$ cat config.mk
export PLATFORM = sky130hd
export DESIGN_NAME = sgr_attribute_decoder
export DESIGN_NICKNAME = d
export VERILOG_FILES = /design/src/rtl/core/sgr_pkg.sv /design/src/rtl/core/sgr_attribute_decoder.sv
export SDC_FILE = /design/constraint.sdc
export NUM_CORES = 1
export LEC_CHECK = 0
export BUFFER_PORTS_ARGS = -buffer_cell sky130_fd_sc_hd__buf_2
export CAP_MARGIN = 20
export CELL_PAD_IN_SITES_DETAIL_PLACEMENT = 1
export CELL_PAD_IN_SITES_GLOBAL_PLACEMENT = 2
export CORE_MARGIN = 2
export CORE_UTILIZATION = 35
export CTS_CLUSTER_DIAMETER = 150
export CTS_CLUSTER_SIZE = 40
export DETAILED_ROUTE_END_ITERATION = 16
export PLACE_DENSITY = 0.87
export SLEW_MARGIN = 20
export SYNTH_ARGS = -nofsm -noshare
export SYNTH_HDL_FRONTEND = slang
export SYNTH_SLANG_ARGS = --single-unit
$ cat constraint.sdc
create_clock -name i_clk -period 11.9 [get_ports i_clk]
set_clock_uncertainty 0.1 [all_clocks]
set_input_delay 1.19 -clock i_clk [delete_from_list [all_inputs] [get_ports i_clk]]
set_output_delay 1.19 -clock i_clk [all_outputs]
set_load 0.01 [all_outputs]
$ cat src/rtl/core/sgr_pkg.sv
`timescale 1ns / 1ps
// shared constants and the extended color function of the sgr attribute decoder
package sgr_pkg;

    localparam int PARAM_W = 10;
    localparam int COLOR_W = 25;

    // color encoding
    localparam logic [COLOR_W-1:0] SLOT_DEFAULT_BG = 25'd16;
    localparam logic [COLOR_W-1:0] SLOT_DEFAULT_FG = 25'd17;
    localparam logic [COLOR_W-1:0] SLOT_LIGHT_OFS  = 25'd8;

    // sgr parameter codes
    localparam logic [7:0] SGR_RESET        = 8'd0;
    localparam logic [7:0] SGR_BOLD_ON      = 8'd1;
    localparam logic [7:0] SGR_BOLD_OFF     = 8'd2;
    localparam logic [7:0] SGR_ITALIC_ON    = 8'd3;
    localparam logic [7:0] SGR_UNDERLINE_ON = 8'd4;
    localparam logic [7:0] SGR_EXT_INDEXED  = 8'd5;
    localparam logic [7:0] SGR_NORMAL_INT   = 8'd22;
    localparam logic [7:0] SGR_ITALIC_OFF   = 8'd23;
    localparam logic [7:0] SGR_UNDERLINE_OFF = 8'd24;
    localparam logic [7:0] SGR_FG_FIRST     = 8'd30;
    localparam logic [7:0] SGR_FG_LAST      = 8'd37;
    localparam logic [7:0] SGR_FG_EXT       = 8'd38;
    localparam logic [7:0] SGR_BG_DEFAULT   = 8'd39;
    localparam logic [7:0] SGR_BG_FIRST     = 8'd40;
    localparam logic [7:0] SGR_BG_LAST      = 8'd47;
    localparam logic [7:0] SGR_BG_EXT       = 8'd48;

    // extended palette layout
    localparam logic [7:0] EXT_BASE   = 8'd16;
    localparam logic [7:0] GREY_BASE  = 8'd232;
    localparam logic [7:0] CUBE_STEP  = 8'd42;
    localparam logic [7:0] GREY_STEP  = 8'd10;
    localparam logic [5:0] CUBE_PLANE = 6'd36;
    localparam logic [2:0] CUBE_ROW   = 3'd6;

    // reciprocals: x*57>>11 == x/36 for x < 216, x*43>>8 == x/6 for x < 36
    localparam logic [13:0] RECIP_36 = 14'd57;
    localparam logic [10:0] RECIP_6  = 11'd43;

    // index 16..255 to rgb color with the rgb flag set
    function automatic logic [COLOR_W-1:0] ext_color(input logic [7:0] v);
        logic [7:0]  c;
        logic [13:0] p36;
        logic [2:0]  r_idx;
        logic [5:0]  rem;
        logic [10:0] p6;
        logic [2:0]  g_idx;
        logic [2:0]  b_idx;
        logic [4:0]  lvl;
        logic [7:0]  grey;
        logic [7:0]  r8;
        logic [7:0]  g8;
        logic [7:0]  b8;
        c     = v - EXT_BASE;
        p36   = 14'(c) * RECIP_36;
        r_idx = p36[13:11];
        rem   = 6'(c - 8'(r_idx) * 8'(CUBE_PLANE));
        p6    = 11'(rem) * RECIP_6;
        g_idx = p6[10:8];
        b_idx = 3'(rem - 6'(g_idx) * 6'(CUBE_ROW));
        r8    = 8'(r_idx) * CUBE_STEP;
        g8    = 8'(g_idx) * CUBE_STEP;
        b8    = 8'(b_idx) * CUBE_STEP;
        lvl   = 5'(v - GREY_BASE);
        grey  = 8'(lvl) * GREY_STEP;
        if (v < GREY_BASE) begin
            ext_color = {1'b1, r8, g8, b8};
        end else begin
            ext_color = {1'b1, grey, grey, grey};
        end
    endfunction

endpackage

$ cat src/rtl/core/sgr_attribute_decoder.sv
`timescale 1ns / 1ps
// sgr attribute decoder: applies one sgr parameter per transfer and reports the attributes
// path: an input transfer enters the input register, and its result the state/result register
// throughput: one parameter per cycle while results are taken; the attribute update is
//   combinational logic between the input register and the state/result registers
// reset: synchronous active low; clears pipeline valids, extended-color mode bits,
//   sets fg and light fg to the default fg slot, bg to the default bg slot, flags off
// a stalled result holds the state; one more parameter waits in the input register
module sgr_attribute_decoder (
    input  logic                        i_clk,
    input  logic                        i_rst_n,
    input  logic                        i_valid,
    output logic                        o_ready,
    input  logic [sgr_pkg::PARAM_W-1:0] i_param_value,
    output logic                        o_valid,
    input  logic                        i_ready,
    output logic [sgr_pkg::COLOR_W-1:0] o_fg_color,
    output logic [sgr_pkg::COLOR_W-1:0] o_fg_light_color,
    output logic [sgr_pkg::COLOR_W-1:0] o_bg_color,
    output logic                        o_bold_on,
    output logic                        o_italic_on,
    output logic                        o_underline_on
);

    // input register stage
    logic       r_s1_valid;
    logic [7:0] r_param;

    // attribute state, which is also the result register
    logic                        r_out_valid;
    logic                        r_ext, n_ext;
    logic                        r_fg_pend, n_fg_pend;
    logic                        r_bg_pend, n_bg_pend;
    logic                        r_await, n_await;
    logic [sgr_pkg::COLOR_W-1:0] r_fg, n_fg;
    logic [sgr_pkg::COLOR_W-1:0] r_fg_light, n_fg_light;
    logic [sgr_pkg::COLOR_W-1:0] r_bg, n_bg;
    logic                        r_bold, n_bold;
    logic                        r_italic, n_italic;
    logic                        r_uline, n_uline;

    logic       s2_adv;
    logic       serve;
    logic       do_ordinary;
    logic [7:0] v;
    logic [sgr_pkg::COLOR_W-1:0] ext_rgb;

    // the update stage moves when the result slot is empty or being taken
    assign s2_adv  = r_s1_valid && (!r_out_valid || i_ready);
    assign o_ready = !r_s1_valid || s2_adv;

    always_ff @(posedge i_clk) begin
        if (!i_rst_n) begin
            r_s1_valid <= 1'b0;
        end else if (o_ready) begin
            r_s1_valid <= i_valid;
        end
        // oversized parameters saturate to 255 on the way in
        if (o_ready && i_valid) begin
            r_param <= (|i_param_value[sgr_pkg::PARAM_W-1:8]) ? 8'hFF : i_param_value[7:0];
        end
    end

    assign v       = r_param;
    assign ext_rgb = sgr_pkg::ext_color(v);
    // an extended index is expected and a request is pending
    assign serve   = r_await && (r_fg_pend || r_bg_pend);

    always_comb begin
        n_ext       = r_ext;
        n_fg_pend   = r_fg_pend;
        n_bg_pend   = r_bg_pend;
        n_await     = r_await;
        n_fg        = r_fg;
        n_fg_light  = r_fg_light;
        n_bg        = r_bg;
        n_bold      = r_bold;
        n_italic    = r_italic;
        n_uline     = r_uline;
        do_ordinary = 1'b0;

        priority if (serve) begin
            // foreground request wins when both are pending
            if (r_fg_pend) begin
                n_fg_pend = 1'b0;
            end else begin
                n_bg_pend = 1'b0;
            end
            n_await = 1'b0;
            n_ext   = 1'b0;
            if (v < sgr_pkg::EXT_BASE) begin
                // low index falls back to normal handling
                do_ordinary = 1'b1;
            end else if (r_fg_pend) begin
                n_fg = ext_rgb;
            end else begin
                n_bg = ext_rgb;
            end
        end else if (v == sgr_pkg::SGR_FG_EXT) begin
            n_ext     = 1'b1;
            n_fg_pend = 1'b1;
        end else if (v == sgr_pkg::SGR_BG_EXT) begin
            n_ext     = 1'b1;
            n_bg_pend = 1'b1;
        end else if (r_ext && v == sgr_pkg::SGR_EXT_INDEXED) begin
            n_await = 1'b1;
        end else begin
            do_ordinary = 1'b1;
        end

        if (do_ordinary) begin
            priority if (v == sgr_pkg::SGR_RESET) begin
                n_ext      = 1'b0;
                n_fg_pend  = 1'b0;
                n_bg_pend  = 1'b0;
                n_await    = 1'b0;
                n_fg       = sgr_pkg::SLOT_DEFAULT_FG;
                n_fg_light = sgr_pkg::SLOT_DEFAULT_FG;
                n_bg       = sgr_pkg::SLOT_DEFAULT_BG;
                n_bold     = 1'b0;
                n_italic   = 1'b0;
                n_uline    = 1'b0;
            end else if (v == sgr_pkg::SGR_BOLD_ON) begin
                n_bold = 1'b1;
            end else if (v == sgr_pkg::SGR_BOLD_OFF || v == sgr_pkg::SGR_NORMAL_INT) begin
                n_bold = 1'b0;
            end else if (v == sgr_pkg::SGR_ITALIC_ON) begin
                n_italic = 1'b1;
            end else if (v == sgr_pkg::SGR_ITALIC_OFF) begin
                n_italic = 1'b0;
            end else if (v == sgr_pkg::SGR_UNDERLINE_ON) begin
                n_uline = 1'b1;
            end else if (v == sgr_pkg::SGR_UNDERLINE_OFF) begin
                n_uline = 1'b0;
            end else if (v >= sgr_pkg::SGR_FG_FIRST && v <= sgr_pkg::SGR_FG_LAST) begin
                // normal palette slot and its light partner
                n_fg       = 25'(v - sgr_pkg::SGR_FG_FIRST);
                n_fg_light = 25'(v - sgr_pkg::SGR_FG_FIRST) + sgr_pkg::SLOT_LIGHT_OFS;
            end else if (v == sgr_pkg::SGR_BG_DEFAULT) begin
                n_bg = sgr_pkg::SLOT_DEFAULT_BG;
            end else if (v >= sgr_pkg::SGR_BG_FIRST && v <= sgr_pkg::SGR_BG_LAST) begin
                n_bg = 25'(v - sgr_pkg::SGR_BG_FIRST);
            end else begin
                // unknown parameters leave everything as is
                n_bold = r_bold;
            end
        end
    end

    always_ff @(posedge i_clk) begin
        if (!i_rst_n) begin
            r_out_valid <= 1'b0;
            r_ext       <= 1'b0;
            r_fg_pend   <= 1'b0;
            r_bg_pend   <= 1'b0;
            r_await     <= 1'b0;
            r_fg        <= sgr_pkg::SLOT_DEFAULT_FG;
            r_fg_light  <= sgr_pkg::SLOT_DEFAULT_FG;
            r_bg        <= sgr_pkg::SLOT_DEFAULT_BG;
            r_bold      <= 1'b0;
            r_italic    <= 1'b0;
            r_uline     <= 1'b0;
        end else begin
            if (s2_adv) begin
                r_out_valid <= 1'b1;
                r_ext       <= n_ext;
                r_fg_pend   <= n_fg_pend;
                r_bg_pend   <= n_bg_pend;
                r_await     <= n_await;
                r_fg        <= n_fg;
                r_fg_light  <= n_fg_light;
                r_bg        <= n_bg;
                r_bold      <= n_bold;
                r_italic    <= n_italic;
                r_uline     <= n_uline;
            end else if (i_ready) begin
                r_out_valid <= 1'b0;
            end
        end
    end

    assign o_valid          = r_out_valid;
    assign o_fg_color       = r_fg;
    assign o_fg_light_color = r_fg_light;
    assign o_bg_color       = r_bg;
    assign o_bold_on        = r_bold;
    assign o_italic_on      = r_italic;
    assign o_underline_on   = r_uline;

    // extended mode never stands without a pending request
    a_ext_has_pend: assert property (@(posedge i_clk) disable iff (!i_rst_n)
        r_ext |-> (r_fg_pend || r_bg_pend))
        else $error("extended mode without pending request");

    // waiting for an index only happens inside extended mode
    a_await_in_ext: assert property (@(posedge i_clk) disable iff (!i_rst_n)
        r_await |-> r_ext)
        else $error("awaiting index outside extended mode");

    // light foreground is always a palette slot
    a_light_palette: assert property (@(posedge i_clk) disable iff (!i_rst_n)
        !r_fg_light[sgr_pkg::COLOR_W-1])
        else $error("light foreground holds rgb");

    // a held result keeps the state frozen
    a_state_hold: assert property (@(posedge i_clk) disable iff (!i_rst_n)
        (r_out_valid && !i_ready) |=> ($stable(r_fg) && $stable(r_bg) && $stable(r_ext)))
        else $error("state changed under a stalled result");

    // a waiting parameter is not dropped while the update stage is blocked
    a_s1_hold: assert property (@(posedge i_clk) disable iff (!i_rst_n)
        (r_s1_valid && !s2_adv) |=> (r_s1_valid && $stable(r_param)))
        else $error("input register lost a parameter");

endmodule

Word-level counts from Yosys, hierarchy flattened
Cells that the tools add are included.
{"block": "op_classes", "addsub": 7, "mul": 8, "order_cmp": 6, "eq_ne": 17, "muxes": 78, "reduce_logical": 23}
{"operator": "two-way mux 25 bit", "count": 34}
{"operator": "two-way mux 1 bit", "count": 43}
{"operator": "== test 8 x 5 -> 1 bit, second input constant", "count": 3}
{"operator": "== test 8 x 6 -> 1 bit, second input constant", "count": 3}
{"operator": "two-way mux 24 bit", "count": 1}
{"operator": "multiplier 3 x 5 -> 7 bit, second input constant", "count": 3}
{"operator": "== test 8 x 2 -> 1 bit, second input constant", "count": 2}
{"operator": "== test 8 x 3 -> 1 bit, second input constant", "count": 2}
{"operator": "less-or-equal comparator 8 x 6 -> 1 bit, second input constant", "count": 2}
{"operator": "multiplier 8 x 6 -> 14 bit, second input constant", "count": 1}
{"operator": "!= test 2 bit, second input constant", "count": 6}
{"operator": "multiplier 6 x 6 -> 11 bit, second input constant", "count": 1}
{"operator": "adder 9 x 5 -> 10 bit, second input constant", "count": 1}
{"operator": "AND reduction 9 bit", "count": 1}
{"operator": "nonzero test 3 bit", "count": 3}
{"operator": "subtractor 8 x 5 -> 9 bit, second input constant", "count": 1}
{"operator": "subtractor 8 x 6 -> 9 bit, second input constant", "count": 1}
{"operator": "== test 8 x 1 -> 1 bit, second input constant", "count": 1}
{"operator": ">= comparator 8 x 5 -> 1 bit, second input constant", "count": 1}
{"operator": ">= comparator 8 x 6 -> 1 bit, second input constant", "count": 1}
{"operator": "logical NOT 8 bit", "count": 1}
{"operator": "< comparator 8 x 5 -> 1 bit, second input constant", "count": 1}
{"operator": "< comparator 8 bit, second input constant", "count": 1}
{"operator": "subtractor 8 x 5 -> 8 bit, second input constant", "count": 1}
{"operator": "other kinds (14)", "count": 24}
{"block": "totals", "reg_bits": 92, "inputBits": 14, "word_cells": 152}

Longest topological paths before layout
{"block": "depth", "ltp_word": 23, "ltp_mapped": 43, "ltp_nobuf": 42}

Least setup slack after synthesis
Ideal clock, no wire load.
{"block": "synth_timing", "kind": "register to register", "from": "register r_param[3]", "to": "register r_fg (netlist bit o_fg_color[14])", "setup_time_ns": 0.128, "arrival_ns": 8.128, "required_time_ns": 11.672, "slack_ns": 3.544, "path_stages_with_launch": 41, "n_path_buf": 0, "period_less_slack_ns": 8.356, "cell_sequence": "edfxtp_1 -> inv_1 -> fa_1 -> inv_1 -> ha_1 -> a21o_1 -> ha_1 -> ha_1 -> a21oi_1 -> nand2_1 -> o21ai_1 -> nand2b_1 -> a211oi_1 -> nor2_1 -> ha_1 -> fa_1 -> xor2_1 -> xnor2_1 -> [5 not listed] -> ha_1 -> nand4_1 -> a21oi_1 -> o21ai_0 -> a21boi_0 -> o21a_1 -> or3_1 -> and2_1 -> xnor2_1 -> ha_1 -> ha_1 -> ha_1 -> xnor2_1 -> a21oi_1 -> a21oi_1 -> nor2_1 -> a21oi_1 -> nor2_1"}
{"block": "synth_between", "elab_chain_len": 19}
{"item": "start, declared", "line_no": "sgr_attribute_decoder.sv:27", "source": "logic [7:0] r_param;"}
{"item": "start signal, assigned", "line_no": "sgr_attribute_decoder.sv:60", "source": "r_param <= (|i_param_value[sgr_pkg::PARAM_W-1:8]) ? 8'hFF : i_param_value[7:0];"}
{"item": "subtractor 8 x 5 -> 8 bit", "line_no": "sgr_pkg.sv:57", "source": "c = v - EXT_BASE;"}
{"item": "multiplier 8 x 6 -> 14 bit", "line_no": "sgr_pkg.sv:58", "source": "p36 = 14'(c) * RECIP_36;"}
{"item": "multiplier 3 x 4 -> 4 bit", "line_no": "sgr_pkg.sv:60", "source": "rem = 6'(c - 8'(r_idx) * 8'(CUBE_PLANE));"}
{"item": "subtractor 6 bit", "line_no": "sgr_pkg.sv:60"}
{"item": "multiplier 6 x 6 -> 11 bit", "line_no": "sgr_pkg.sv:61", "source": "p6 = 11'(rem) * RECIP_6;"}
{"item": "multiplier 3 x 5 -> 7 bit", "line_no": "sgr_pkg.sv:65", "source": "g8 = 8'(g_idx) * CUBE_STEP;"}
{"item": "two-way mux 24 bit", "line_no": "sgr_pkg.sv:69", "source": "if (v < GREY_BASE) begin"}
{"item": "two-way mux 25 bit", "line_no": "sgr_attribute_decoder.sv:94", "source": "end else if (r_fg_pend) begin"}
{"item": "[3 not listed]"}
{"item": "two-way mux 25 bit", "line_no": "sgr_attribute_decoder.sv:133", "source": "end else if (v == sgr_pkg::SGR_UNDERLINE_OFF) begin"}
{"item": "two-way mux 25 bit", "line_no": "sgr_attribute_decoder.sv:131", "source": "end else if (v == sgr_pkg::SGR_UNDERLINE_ON) begin"}
{"item": "two-way mux 25 bit", "line_no": "sgr_attribute_decoder.sv:129", "source": "end else if (v == sgr_pkg::SGR_ITALIC_OFF) begin"}
{"item": "two-way mux 25 bit", "line_no": "sgr_attribute_decoder.sv:127", "source": "end else if (v == sgr_pkg::SGR_ITALIC_ON) begin"}
{"item": "two-way mux 25 bit", "line_no": "sgr_attribute_decoder.sv:125", "source": "end else if (v == sgr_pkg::SGR_BOLD_OFF || v == sgr_pkg::SGR_NORMAL_INT) begin"}
{"item": "two-way mux 25 bit", "line_no": "sgr_attribute_decoder.sv:123", "source": "end else if (v == sgr_pkg::SGR_BOLD_ON) begin"}
{"item": "two-way mux 25 bit", "line_no": "sgr_attribute_decoder.sv:112", "source": "priority if (v == sgr_pkg::SGR_RESET) begin"}
{"item": "two-way mux 25 bit *", "line_no": "sgr_attribute_decoder.sv:111", "source": "if (do_ordinary) begin"}
{"item": "end signal, assigned", "line_no": "sgr_attribute_decoder.sv:157", "source": "r_fg <= sgr_pkg::SLOT_DEFAULT_FG;"}
{"item": "end signal, assigned", "line_no": "sgr_attribute_decoder.sv:170", "source": "r_fg <= n_fg;"}
{"item": "end, declared", "line_no": "sgr_attribute_decoder.sv:35", "source": "logic [sgr_pkg::COLOR_W-1:0] r_fg, n_fg;"}
Every way passes the cells marked *; elsewhere a longest branch is shown, timed or not.
A chain may end at the register's enable or synchronous reset.

Final worst setup path
{"block": "layout_timing", "from": "register r_param[4]", "to": "register r_bg (netlist bit o_bg_color[14])"}
{"block": "layout_between", "elab_chain_len": 21}
{"item": "subtractor 8 x 5 -> 8 bit", "line_no": "sgr_pkg.sv:57"}
{"item": "multiplier 8 x 6 -> 14 bit", "line_no": "sgr_pkg.sv:58"}
{"item": "multiplier 3 x 4 -> 4 bit", "line_no": "sgr_pkg.sv:60"}
{"item": "subtractor 6 bit", "line_no": "sgr_pkg.sv:60"}
{"item": "multiplier 6 x 6 -> 11 bit", "line_no": "sgr_pkg.sv:61"}
{"item": "multiplier 3 x 5 -> 7 bit", "line_no": "sgr_pkg.sv:65"}
{"item": "two-way mux 24 bit", "line_no": "sgr_pkg.sv:69"}
{"item": "two-way mux 25 bit", "line_no": "sgr_attribute_decoder.sv:94"}
{"item": "[5 not listed]"}
{"item": "two-way mux 25 bit", "line_no": "sgr_attribute_decoder.sv:133"}
{"item": "two-way mux 25 bit", "line_no": "sgr_attribute_decoder.sv:131"}
{"item": "two-way mux 25 bit", "line_no": "sgr_attribute_decoder.sv:129"}
{"item": "two-way mux 25 bit", "line_no": "sgr_attribute_decoder.sv:127"}
{"item": "two-way mux 25 bit", "line_no": "sgr_attribute_decoder.sv:125"}
{"item": "two-way mux 25 bit", "line_no": "sgr_attribute_decoder.sv:123"}
{"item": "two-way mux 25 bit", "line_no": "sgr_attribute_decoder.sv:112"}
{"item": "two-way mux 25 bit *", "line_no": "sgr_attribute_decoder.sv:111"}
{"item": "end signal, assigned", "line_no": "sgr_attribute_decoder.sv:159", "source": "r_bg <= sgr_pkg::SLOT_DEFAULT_BG;"}
{"item": "end signal, assigned", "line_no": "sgr_attribute_decoder.sv:172", "source": "r_bg <= n_bg;"}
{"item": "end, declared", "line_no": "sgr_attribute_decoder.sv:37", "source": "logic [sgr_pkg::COLOR_W-1:0] r_bg, n_bg;"}
Marked as above.

==> summary.md <==
| Metric | Value |
|---|---|
| Setup Fix Bufs, Post-CTS | `0` |
| FP Rows | `48` |
| Final ANT Viol Nets | `0` |
| CTS Hold Bufs | `0` |
| CTS Buffer Depth | `2` |
| Vias | `5,568` |
| DR pass1 iterations | `5` |
| Drt drc | `0` |
| Post-CTS resize count | `0` |
| HP Class | `register to register` |
| CP max stage delay | `0.73 ns` |
| Diodes inserted | `0` |
| Yosys reg bits | `77` |
| CP Class | `register to register` |
| H-tree depth reported by CTS | `3` |
| Seq/Total Area, Yosys | `26.27%` |
| Post-Place Cell Area | `6680 sq um` |
| Synthesized area per cell | `8.409 sq um` |
| CP dominant cell by count | `ha_1` |
| Layout area overhead | `13.42%` |
| EDFF count, synth | `8` |
| Net count after synthesis | `842` |
| Tightest hold margin | `0.3508 ns` |
| Worst-skew pair later-pin latency | `0.35 ns` |
| CP endpoint kind | `register` |
| Initial antenna violation count | `0` |
| Die H | `136.8 um` |
| Crit path max-delay cell type | `edfxtp_1` |
| Maxcap violations | `0` |
| Global-route wire length before repair | `30,160 um` |
| Critical Path Fanout Max | `13` |
| Drt wl/cell | `18.59 um` |
| Port-buffer cells | `93` |
| Critical path required time | `11.99 ns` |
| Mapped cell area | `6172 sq um` |
| Final setup violation count | `0` |
| Post-synth ARST share | `0%` |
| Final period utilization | `82.87%` |
| Main synth FF type | `dfxtp_1` |
| Initial core utilization | `35.68%` |
| I/O pin count | `94` |
| Clock Pin Slew Worst Setup and Hold Paths | `0.06 ns` |
| Tot GR Track Use | `20.83%` |
| Die area | `18,710 sq um` |
| CP Launch Type | `register` |
| Post-Synthesis Cells | `734` |
| Status | `completed` |
| Relative slew slack | `33.33%` |
| Final wirelength | `19,050 um` |
| CTS buffer count | `9` |
| Yosys warnings | `0` |
| Core box area | `17,300 sq um` |
| CTS tree | `built` |
| Final hold vios | `0` |
| Final instance area | `7000 sq um` |
| Fraction of layout cells with a size suffix above 1 | `17.25%` |
| Slew @ Worst Pin | `0.9985 ns` |
| Vias in the first global route | `5,651` |
| Final min period | `9.861 ns` |
| Via/cell ratio | `5.432` |
| Crit path DAT | `9.95 ns` |
| Clk root buf | `clkbuf_16` |
| Maximum clock frequency | `101.4 MHz` |
| Final nets | `903` |
| RSZ-0062 raised after global routing | `no` |
| DPL Wire Length | `14,740 um` |
| Die span in x | `136.8 um` |
| Initial detailed-routing violation count | `307` |
| Final slew viol count | `0` |
| Routability congestion estimate | `0.8467` |
| Synth cell types | `76` |
| Setup_tns | `0 ns` |
| Congestion Overflow GR | `0` |
| Largest net degree at the start of global routing | `54` |
| Clock sink count | `77` |
==> critical path, delay by kind of cell (launching register included) <==
kind | cells | cell delay, ns
adder cells (fa/ha/maj) | 13 | 3.99
AO/OA/AOI/OAI | 11 | 1.77
XOR/XNOR | 7 | 1.66
AND/OR/NAND/NOR | 6 | 0.94
flip-flops | 1 | 0.73
buffers and inverters | 4 | 0.51
==> state kept, by name (all words and copies together), names as in the netlist <==
signal	cells
o_bg_color	25
o_fg_color	25
o_fg_light_color	10
r_param	8
o_bold_on	1
o_italic_on	1
o_underline_on	1
o_valid	1
r_await	1
r_bg_pend	1
r_ext	1
r_fg_pend	1
r_s1_valid	1
==> placed cells by master (no fill, tap or decap), drive strengths merged, types with 13 or more instances in the layout <==
cell   netlist  final
nor3        13     13
xnor2       25     25
nand3       17     17
buf         25     97
nand2       60     60
nor2        86     86
a22oi       23     23
a21oi       62     62
dfxtp       69     69
inv         40     41
xor2        13     13
a21o        13     13
o21ai       51     51
ha          84     84
==> cell usage after synthesis (5+ instances only) <==
cell type  number  area share (%)
or3_1          12             1.2
clkbuf_1       22             1.3
mux2i_1         7             1.1
and3_1          6            0.61
nand2_1        60             3.6
o21ai_0        46             3.7
a21o_1         13             1.6
ha_1           84              17
nand3_1        17             1.4
buf_2           5            0.41
edfxtp_1        8             3.9
a21oi_1        62             5.0
nand4_1         8            0.81
dfxtp_1        69              22
a31oi_1         6            0.61
and2_1          7            0.71
nor2b_1         6            0.61
xnor2_1        24             3.4
xor2_1         12             1.7
a22oi_1        23             2.8
nor2_1         81             4.9
buf_4          17             2.1
inv_1          39             2.4
nor3_1         13             1.1
fa_1           10             3.2
==> worst paths after layout <==
kind                                                        from                                to  slack [ns]  cells after the start
worst min register to register  o_fg_light_color[0]$_SDFFE_PN1P_  o_fg_light_color[0]$_SDFFE_PN1P_        0.35                      1
worst max register to register          r_param[4]$_SDFFCE_PP1P_       o_bg_color[14]$_SDFFE_PN0P_        2.04                     41
worst max-delay path                    r_param[4]$_SDFFCE_PP1P_       o_bg_color[14]$_SDFFE_PN0P_        2.04                     41
worst min-delay path            o_fg_light_color[0]$_SDFFE_PN1P_  o_fg_light_color[0]$_SDFFE_PN1P_        0.35                      1
==> logic make-up after synthesis <==
family	share of synthesized area, %
AOI/OAI and AO/OA	21.16
and+or+nand+nor	17.96
buffers and inverters	6.791
adders and majority gates	20.49
xor gates and xnor gates	6.183
DFF	26.27
muxes	1.135
==> cell type report <==
type,count,area (sq um)
Fill cell,2125,10300
Tap cell,225,281.5
Clock inverter,4,52.55
Inverter,40,150.1
Clock buffer,12,267.8
Multi-Input combinational cell,570,4131
Timing Repair Buffer,97,495.5
Sequential cell,77,1622
==> metrics by stage <==
| stage | utilization, % | std cells | worst slack [ns] |
|---|---|---|---|
| CTS | 40.47 | 1025 | 1.953 |
| floorplan | - | 734 | 3.544 |
| finish | 40.47 | 1025 | 2.039 |
| global placement | 38.62 | 1009 | 2.082 |
| detailed placement | 38.62 | 1009 | 2.025 |
| global route | 40.47 | 1025 | 1.271 |
==> layer usage <==
metal | track usage (%) | share of wire, % | vias up
met5 | 0 | 0 | -
met4 | 5.785 | 1.7 | 0
met3 | 3.185 | 4.5 | 25
met2 | 34.97 | 48 | 134
met1 | 27.76 | 46 | 2704
li1 | - | - | 2705
Power is not shown: default switching activity piles up to over one toggle a cycle in this logic, so the estimate is an artifact.
